--- src/rtl/dhfd_pkg.sv ---
// ----------------------------------------------------------------------------
// dhfd_pkg
// types and constants shared by the frame deframer controller and datapath
// ----------------------------------------------------------------------------
package dhfd_pkg;

	localparam int MaxPayload = 64;
	localparam int AddrW      = 6;
	localparam int LenW       = 7;
	localparam int PatBytes   = 4;

	localparam logic [31:0] AckHeaderReset  = 32'hFAFB_FCFD;
	localparam logic [31:0] AckFooterReset  = 32'h0102_0304;
	localparam logic [31:0] DataHeaderReset = 32'hF1F2_F3F4;
	localparam logic [31:0] DataFooterReset = 32'hF5F6_F7F8;

	// configuration register indexes
	localparam logic [1:0] RegAckHeader  = 2'd0;
	localparam logic [1:0] RegAckFooter  = 2'd1;
	localparam logic [1:0] RegDataHeader = 2'd2;
	localparam logic [1:0] RegDataFooter = 2'd3;

	// frame kinds
	localparam logic KindAck  = 1'b0;
	localparam logic KindData = 1'b1;

	typedef enum logic [2:0] {
		ST_HUNT,
		ST_LENGTH,
		ST_PAYLOAD,
		ST_FOOTER,
		ST_EMIT
	} state_t;

	// datapath to controller
	typedef struct packed {
		logic hdr_hit;
		logic hdr_end;
		logic len_hi;
		logic len_big;
		logic len_zero;
		logic pay_end;
		logic foot_hit;
		logic foot_end;
		logic out_free;
		logic emit_end;
	} status_t;

	// controller to datapath
	typedef struct packed {
		logic hunt;
		logic len_lo;
		logic len_hi;
		logic store;
		logic foot_adv;
		logic emit_start;
		logic emit_issue;
		logic restart;
	} cmd_t;

endpackage

--- src/rtl/dhfd_ctrl.sv ---
// ----------------------------------------------------------------------------
// dhfd_ctrl
// parse and readout sequencer of the frame deframer
// ----------------------------------------------------------------------------
module dhfd_ctrl (
	input  logic              clk,
	input  logic              arst_n,
	input  logic              in_valid,
	output logic              in_ready,
	input  dhfd_pkg::status_t sts,
	output dhfd_pkg::cmd_t    cmd
);

	dhfd_pkg::state_t state_q, state_d;
	logic             acc;

	assign in_ready = (state_q != dhfd_pkg::ST_EMIT);
	assign acc      = in_valid && in_ready;

	always_ff @(posedge clk or negedge arst_n) begin
		if (!arst_n) begin
			state_q <= dhfd_pkg::ST_HUNT;
		end else begin
			state_q <= state_d;
		end
	end

	always_comb begin
		state_d = state_q;
		case (state_q)
			dhfd_pkg::ST_HUNT: begin
				if (acc && sts.hdr_end) state_d = dhfd_pkg::ST_LENGTH;
			end
			dhfd_pkg::ST_LENGTH: begin
				if (acc && sts.len_hi) begin
					if (sts.len_big)       state_d = dhfd_pkg::ST_HUNT;
					else if (sts.len_zero) state_d = dhfd_pkg::ST_FOOTER;
					else                   state_d = dhfd_pkg::ST_PAYLOAD;
				end
			end
			dhfd_pkg::ST_PAYLOAD: begin
				if (acc && sts.pay_end) state_d = dhfd_pkg::ST_FOOTER;
			end
			dhfd_pkg::ST_FOOTER: begin
				if (acc) begin
					if (!sts.foot_hit)     state_d = dhfd_pkg::ST_HUNT;
					else if (sts.foot_end) state_d = dhfd_pkg::ST_EMIT;
				end
			end
			dhfd_pkg::ST_EMIT: begin
				if (sts.out_free && sts.emit_end) state_d = dhfd_pkg::ST_HUNT;
			end
			default: state_d = dhfd_pkg::ST_HUNT;
		endcase
	end

	always_comb begin
		cmd = '0;
		case (state_q)
			dhfd_pkg::ST_HUNT: begin
				cmd.hunt = acc;
			end
			dhfd_pkg::ST_LENGTH: begin
				cmd.len_lo  = acc && !sts.len_hi;
				cmd.len_hi  = acc && sts.len_hi && !sts.len_big;
				cmd.restart = acc && sts.len_hi && sts.len_big;
			end
			dhfd_pkg::ST_PAYLOAD: begin
				cmd.store = acc;
			end
			dhfd_pkg::ST_FOOTER: begin
				cmd.foot_adv   = acc && sts.foot_hit;
				cmd.emit_start = acc && sts.foot_hit && sts.foot_end;
				cmd.restart    = acc && !sts.foot_hit;
			end
			dhfd_pkg::ST_EMIT: begin
				cmd.emit_issue = sts.out_free;
				// kind and length are latched into the output word on the same edge
				cmd.restart    = sts.out_free && sts.emit_end;
			end
			default: cmd = '0;
		endcase
	end

endmodule

--- src/rtl/dhfd_datapath.sv ---
// ----------------------------------------------------------------------------
// dhfd_datapath
// pattern registers, match and length tracking, payload memory, output word
// ----------------------------------------------------------------------------
module dhfd_datapath (
	input  logic                         clk,
	input  logic                         arst_n,
	input  logic                         cfg_we,
	input  logic [1:0]                   cfg_index,
	input  logic [31:0]                  cfg_data,
	input  logic [7:0]                   rx_byte,
	input  dhfd_pkg::cmd_t               cmd,
	output dhfd_pkg::status_t            sts,
	input  logic                         out_ready,
	output logic                         out_valid,
	output logic                         out_kind,
	output logic [dhfd_pkg::LenW-1:0]    out_length,
	output logic [dhfd_pkg::AddrW-1:0]   out_position,
	output logic [7:0]                   out_payload,
	output logic                         out_has_byte,
	output logic                         out_last
);

	logic [31:0] ack_hdr_q, ack_ftr_q, data_hdr_q, data_ftr_q;

	logic [1:0]                  pos_q;
	logic                        len_hi_q;
	logic [7:0]                  len_lo_q;
	logic [dhfd_pkg::LenW-1:0]   len_q;
	logic [dhfd_pkg::LenW-1:0]   stored_q;
	logic                        kind_q;
	logic [dhfd_pkg::AddrW-1:0]  rd_idx_q;

	logic [7:0] store_mem [dhfd_pkg::MaxPayload];
	logic [7:0] rd_data_q;

	logic                        out_valid_q, kind_out_q, has_out_q, last_out_q;
	logic [dhfd_pkg::LenW-1:0]   len_out_q;
	logic [dhfd_pkg::AddrW-1:0]  pos_out_q;

	logic [7:0]                  ack_hdr_byte, data_hdr_byte, ftr_byte;
	logic                        ack_hit, data_hit, first_hit;
	logic [15:0]                 len_full;
	logic [dhfd_pkg::LenW-1:0]   stored_inc, rd_next;
	logic                        is_last;

	assign ack_hdr_byte  = ack_hdr_q[8*pos_q +: 8];
	assign data_hdr_byte = data_hdr_q[8*pos_q +: 8];
	assign ftr_byte      = (kind_q == dhfd_pkg::KindData) ? data_ftr_q[8*pos_q +: 8]
	                                                      : ack_ftr_q[8*pos_q +: 8];
	assign ack_hit   = (rx_byte == ack_hdr_byte);
	assign data_hit  = (rx_byte == data_hdr_byte);
	assign first_hit = (rx_byte == ack_hdr_q[7:0]) || (rx_byte == data_hdr_q[7:0]);

	// little-endian length, low byte came first
	assign len_full   = {rx_byte, len_lo_q};
	assign stored_inc = stored_q + dhfd_pkg::LenW'(1);
	assign rd_next    = {1'b0, rd_idx_q} + dhfd_pkg::LenW'(1);
	assign is_last    = (len_q == '0) || (rd_next == len_q);

	always_comb begin
		sts.hdr_hit  = ack_hit || data_hit;
		sts.hdr_end  = (ack_hit || data_hit) && (pos_q == 2'(dhfd_pkg::PatBytes - 1));
		sts.len_hi   = len_hi_q;
		sts.len_big  = (len_full > 16'(dhfd_pkg::MaxPayload));
		sts.len_zero = (len_full == '0);
		sts.pay_end  = (stored_inc >= len_q);
		sts.foot_hit = (rx_byte == ftr_byte);
		sts.foot_end = (pos_q == 2'(dhfd_pkg::PatBytes - 1));
		sts.out_free = !out_valid_q || out_ready;
		sts.emit_end = is_last;
	end

	// configuration registers
	always_ff @(posedge clk or negedge arst_n) begin
		if (!arst_n) begin
			ack_hdr_q  <= dhfd_pkg::AckHeaderReset;
			ack_ftr_q  <= dhfd_pkg::AckFooterReset;
			data_hdr_q <= dhfd_pkg::DataHeaderReset;
			data_ftr_q <= dhfd_pkg::DataFooterReset;
		end else if (cfg_we) begin
			case (cfg_index)
				dhfd_pkg::RegAckHeader:  ack_hdr_q  <= cfg_data;
				dhfd_pkg::RegAckFooter:  ack_ftr_q  <= cfg_data;
				dhfd_pkg::RegDataHeader: data_hdr_q <= cfg_data;
				dhfd_pkg::RegDataFooter: data_ftr_q <= cfg_data;
				default: ;
			endcase
		end
	end

	// parse state
	always_ff @(posedge clk or negedge arst_n) begin
		if (!arst_n) begin
			pos_q    <= '0;
			len_hi_q <= 1'b0;
			len_lo_q <= '0;
			len_q    <= '0;
			stored_q <= '0;
			kind_q   <= dhfd_pkg::KindAck;
			rd_idx_q <= '0;
		end else begin
			if (cmd.hunt) begin
				if (ack_hit || data_hit) begin
					if (pos_q == 2'(dhfd_pkg::PatBytes - 1)) begin
						kind_q   <= ack_hit ? dhfd_pkg::KindAck : dhfd_pkg::KindData;
						pos_q    <= '0;
						len_hi_q <= 1'b0;
						stored_q <= '0;
					end else begin
						pos_q <= pos_q + 2'd1;
					end
				end else begin
					// a miss may still open a fresh header
					pos_q <= first_hit ? 2'd1 : 2'd0;
				end
			end
			if (cmd.len_lo) begin
				len_lo_q <= rx_byte;
				len_hi_q <= 1'b1;
			end
			if (cmd.len_hi) begin
				len_q    <= len_lo_q[dhfd_pkg::LenW-1:0];
				len_hi_q <= 1'b0;
				pos_q    <= '0;
			end
			if (cmd.store) begin
				stored_q <= stored_inc;
			end
			if (cmd.foot_adv) begin
				pos_q <= pos_q + 2'd1;
			end
			if (cmd.emit_start) begin
				rd_idx_q <= '0;
			end
			if (cmd.emit_issue) begin
				rd_idx_q <= rd_idx_q + dhfd_pkg::AddrW'(1);
			end
			if (cmd.restart) begin
				pos_q    <= '0;
				len_hi_q <= 1'b0;
				len_lo_q <= '0;
				len_q    <= '0;
				stored_q <= '0;
				kind_q   <= dhfd_pkg::KindAck;
			end
		end
	end

	// payload memory, one write and one registered read port
	always_ff @(posedge clk) begin
		if (cmd.store) begin
			store_mem[stored_q[dhfd_pkg::AddrW-1:0]] <= rx_byte;
		end
	end

	always_ff @(posedge clk) begin
		if (cmd.emit_issue) begin
			rd_data_q <= store_mem[rd_idx_q];
		end
	end

	// output word
	always_ff @(posedge clk or negedge arst_n) begin
		if (!arst_n) begin
			out_valid_q <= 1'b0;
		end else if (cmd.emit_issue) begin
			out_valid_q <= 1'b1;
		end else if (out_ready) begin
			out_valid_q <= 1'b0;
		end
	end

	always_ff @(posedge clk) begin
		if (cmd.emit_issue) begin
			kind_out_q <= kind_q;
			len_out_q  <= len_q;
			pos_out_q  <= rd_idx_q;
			has_out_q  <= (len_q != '0);
			last_out_q <= is_last;
		end
	end

	assign out_valid    = out_valid_q;
	assign out_kind     = kind_out_q;
	assign out_length   = len_out_q;
	assign out_position = pos_out_q;
	assign out_payload  = has_out_q ? rd_data_q : 8'd0;
	assign out_has_byte = has_out_q;
	assign out_last     = last_out_q;

endmodule

--- src/rtl/dual_header_frame_deframer.sv ---
// ----------------------------------------------------------------------------
// dual_header_frame_deframer
// byte-stream deframer for command-ack and data frames with payload readout
// ----------------------------------------------------------------------------
// Received bytes enter one per cycle on the slave stream while a frame is parsed:
// either 4-byte header, a 16-bit little-endian length (at most 64), the payload
// and the footer of that frame kind. After a good footer the frame is read back
// from the 64-byte payload memory, one word per cycle through its single read
// port when the master side never stalls, max(length, 1) words; s_axis_tready is
// low during readout. Header and footer patterns are set via cfg_we / cfg_index /
// cfg_data; the user must write them only while the block is idle (not enforced).
// ----------------------------------------------------------------------------
module dual_header_frame_deframer (
	input  logic        clk,
	input  logic        arst_n,
	input  logic        cfg_we,
	input  logic [1:0]  cfg_index,
	input  logic [31:0] cfg_data,
	input  logic        s_axis_tvalid,
	output logic        s_axis_tready,
	input  logic [7:0]  s_axis_tdata,   // [7:0] rx_byte
	output logic        m_axis_tvalid,
	input  logic        m_axis_tready,
	// [6:0] frame_length, [12:7] byte_position, [20:13] payload_value,
	// [21] has_payload_byte, [23:22] zero
	output logic [23:0] m_axis_tdata,
	output logic        m_axis_tlast,   // last_of_frame
	output logic        m_axis_tuser    // [0] kind_of_frame
);

	dhfd_pkg::status_t sts;
	dhfd_pkg::cmd_t    cmd;

	logic [dhfd_pkg::LenW-1:0]  out_length;
	logic [dhfd_pkg::AddrW-1:0] out_position;
	logic [7:0]                 out_payload;
	logic                       out_has_byte;

	dhfd_ctrl u_ctrl (
		.clk      (clk),
		.arst_n   (arst_n),
		.in_valid (s_axis_tvalid),
		.in_ready (s_axis_tready),
		.sts      (sts),
		.cmd      (cmd)
	);

	dhfd_datapath u_dp (
		.clk          (clk),
		.arst_n       (arst_n),
		.cfg_we       (cfg_we),
		.cfg_index    (cfg_index),
		.cfg_data     (cfg_data),
		.rx_byte      (s_axis_tdata),
		.cmd          (cmd),
		.sts          (sts),
		.out_ready    (m_axis_tready),
		.out_valid    (m_axis_tvalid),
		.out_kind     (m_axis_tuser),
		.out_length   (out_length),
		.out_position (out_position),
		.out_payload  (out_payload),
		.out_has_byte (out_has_byte),
		.out_last     (m_axis_tlast)
	);

	assign m_axis_tdata = {2'b00, out_has_byte, out_payload, out_position, out_length};

endmodule

--- config.mk ---
export PLATFORM = sky130hd
export DESIGN_NAME = dual_header_frame_deframer
export DESIGN_NICKNAME = d
export VERILOG_FILES = /design/src/rtl/dhfd_pkg.sv /design/src/rtl/dhfd_ctrl.sv /design/src/rtl/dhfd_datapath.sv /design/src/rtl/dual_header_frame_deframer.sv
export SDC_FILE = /design/constraint.sdc
export NUM_CORES = 1
export LEC_CHECK = 0
export ABC_CLOCK_PERIOD_IN_PS = 3600
export BUFFER_PORTS_ARGS = -buffer_cell sky130_fd_sc_hd__buf_4
export CAP_MARGIN = 0
export CORE_ASPECT_RATIO = 1.4
export CORE_MARGIN = 4
export CORE_UTILIZATION = 30
export CTS_CLUSTER_DIAMETER = 150
export CTS_CLUSTER_SIZE = 25
export DETAILED_ROUTE_END_ITERATION = 16
export PLACE_DENSITY = 0.46
export SYNTH_ARGS = -nofsm -noshare
export SYNTH_HDL_FRONTEND = slang
export SYNTH_SLANG_ARGS = --single-unit
--- constraint.sdc ---
create_clock -name clk -period 3.6 [get_ports clk]
set_clock_uncertainty 0.15 [all_clocks]
set_input_delay 0 -clock clk [delete_from_list [all_inputs] [get_ports clk]]
set_output_delay 0 -clock clk [all_outputs]
set_load 0.02 [all_outputs]
==> reports/metrics.yaml <==
yosys-top-cells-count: "edfxtp_1 (536), mux4_2 (185), mux2_2 (128)"
power_density_nw_per_um2: 443
synth_top_area_share_pct: 55.7
start_kind: "register"
hold_viol_final: 0
cts.sinks: 700
num_rows: 134
ant_nets: 0
min_period_ps: 3280
hpwl_um: 50200
grt_pass1_vias: 15728
die_area_um2: 102000
cap_violations: 0
placed_cell_area_um2: 31600
final_cell_area_um2: 33200
h-tree-depth: 2
io_buffers: 72
die_w_um: 270
vias: 14252
rsz0062_at_grt: "false"
drive_above_1_share_pct: 37.1
io_pins: 75
synth_top_area_cell: "edfxtp_1"
grt_pass1_wl_um: 110000
synthCells: 1477
wl_per_cell_um: 25.6
worst_pin_slew_ps: 1020
highest_layer: "met4"
start_util_pct: 30.3
grt_usage_pct: 14.6
wl_met1_um: 28800
gp_congestion: 0.781
nNetsFinal: 1732
root_buffer: "clkbuf_16"
first_iter_violations: 894
tns_ps: 0
area_growth_syn_to_layout_pct: 14.8
slowest_delay_ps: 640
syn_area_per_cell_um2: 19.6
grt_max_degree: 71
maxSlewHeadroom_pct: 31.7
cts_tree: "built"
drc: 0
numCtsBuffers: 34
synth_seq_cells: 700
cp_max_fo: 23
clk_latency_ps: 610
synth-edff-count: 536
detail_route.vias_per_cell: 4.88
crit_path_end_kind: "register"
ys_types: 61
outcome: "completed"
wirelength_um: 74700
crit_slowest_cell: "dlygate4sd3_1"
async_flop_share_pct: 23.4
dr_wl_met3_um: 2050
postCtsSetupRepairBufs: 0
wl_met2_um: 41100
synth_flop_cell: "edfxtp_1"
cp.required_ps: 4000
leakage_nw: 11.0
ir_drop_mv: 0.261
syn_area_um2: 28900
clock.fmax_mhz: 305
crit_chain: "buf_12, mux4_2, mux2i_1, xnor2_1, nor4_2, nand3_1, dlygate4sd3_1, o21bai_1"
overflow: 0
drv_slew: 0
die_height_um: 375
period_share_pct: 91.2
clk_pin_slew_ps: 110
ys_seq_area_share_pct: 70.2
yosys-top-cells-area: "edfxtp_1 (56%), mux4_2 (14%), dfrtp_1 (7.6%)"
worstPathArrival_ps: 3680
core_area_um2: 95600
clk_path_buf_depth: 3
setup_viol: 0
yosys.cell_count.top_type: "edfxtp_1"
hold_class: "in -> reg"
critPathKind: "reg -> reg"
first_pass_iters: 5
antenna_found_initial: 5
yosys_warnings: 0
worst max-delay path, delay by kind of cell (launching register included):
family          cells  cell delay (ps)
compound gates      1              120
xor+xnor            1              140
buf+inv             2              900
flops               1              620
mux                 2              850
simple gates        2              420
layout make-up:
| class | instances | area, um2 |
|---|---|---|
| Tap cell | 1224 | 1530 |
| Multi-Input combinational cell | 677 | 8170 |
| Clock buffer | 53 | 986 |
| Fill cell | 9041 | 62400 |
| Inverter | 21 | 78.8 |
| Timing Repair Buffer | 241 | 2100 |
| Clock inverter | 2 | 28.8 |
| Sequential cell | 700 | 20300 |
| Antenna cell | 3 | 7.51 |
cells by family (layout without fill, tap and decap cells):
group	count (synthesis)	in the layout	synth area share, %
buffers and inverters	101	317	1.61
other	1	5	0.0130
multiplexers	344	344	21.3
AO/OA/AOI/OAI	57	57	1.39
XOR/XNOR	56	56	1.70
flip-flops	700	700	70.2
adder cells (fa/ha/maj)	10	10	0.433
AND/OR/NAND/NOR	208	208	3.38
power breakdown:
part	internal, mW	total [mW]	switching, mW	leakage (nW)
Sequential	9.08	9.26	0.172	6.66
Combinational	0.498	0.944	0.446	3.86
Clock	1.93	4.51	2.58	0.489
path summary, 6_finish.rpt:
check | endpoint | cells past startpoint | from | slack, ps
max in group asynchronous | u_dp.ack_hdr_q[3] | 4 | arst_n | 2120
setup / recovery | u_ctrl.state_q[2] | 8 | u_dp.pos_q[0] | 320
setup reg to reg | u_ctrl.state_q[2] | 8 | u_dp.pos_q[0] | 320
hold reg to reg | u_dp.ack_ftr_q[21] | 1 | u_dp.ack_ftr_q[21] | 360
hold / removal | u_dp.len_lo_q[4] | 4 | s_axis_tdata[4] | 30
min in group asynchronous | u_dp.data_ftr_q[2] | 3 | arst_n | 460
sequential cells by signal (all words and copies together), names as in the netlist:
| register | cells |
|---|---|
| u_dp.data_ftr_q | 32 |
| u_dp.store_mem | 512 |
| u_dp.len_q | 7 |
| u_dp.ack_ftr_q | 32 |
| u_dp.out_last | 1 |
| u_dp.ack_hdr_q | 32 |
| u_dp.rd_data_q | 8 |
| u_dp.len_lo_q | 8 |
| u_dp.len_hi_q | 1 |
| u_dp.stored_q | 7 |
| u_dp.out_length | 7 |
| u_ctrl.state_q | 3 |
| u_dp.out_kind | 1 |
| u_dp.rd_idx_q | 6 |
| u_dp.kind_q | 1 |
| u_dp.out_has_byte | 1 |
| u_dp.data_hdr_q | 32 |
| u_dp.pos_q | 2 |
| u_dp.out_valid | 1 |
| u_dp.out_position | 6 |
cell usage in the layout, fill, tap and decap left out, types with 10 or more instances in the layout:
master	netlist	final
dfrtp_1	88	84
mux4_2	185	185
and2_1	10	10
clkbuf_1	42	16
dlygate4sd3_1	0	57
mux2_2	128	128
edfxtp_1	536	536
mux2i_1	16	16
xor2_1	21	21
dfstp_2	76	76
xnor2_1	35	35
mux4_1	15	15
ha_1	10	10
nand3_1	22	22
nor2_1	84	84
clkbuf_16	0	37
buf_12	2	10
o21ai_0	15	15
inv_1	18	18
nand2_1	42	42
buf_4	3	172
stage by stage:
step / instances / power, mW / setup WS [ps] / hold slack (ps) / util [%]
3_3_place_gp: 2805 / 10.3 / 464 / 58.3 / 33.1
3_5_place_dp: 2805 / 10.3 / 438 / 63.3 / 33.1
5_1_grt: 2918 / 15.3 / 170 / 29.2 / 34.7
6_report: 2921 / 14.7 / 317 / 31.8 / 34.7
2_1_floorplan: 1478 / 9.92 / 637 / -446 / -
4_1_cts: 2918 / 15.0 / 253 / 0.0765 / 34.7
metal layers:
layer  GRT usage [%]  vias up
met5               0        -
met4            5.22        0
met3            1.79       90
met2            27.8      229
met1            16.9     7658
li1                -     6275
what timing repair did:
action / 4_1_cts / 5_1_grt
endpoints found under the hold margin: 333 / 0
gates resized for setup: 0 / 0
hold buffers: 58 / 0
Note: power is estimated with default switching activity, not from simulation.
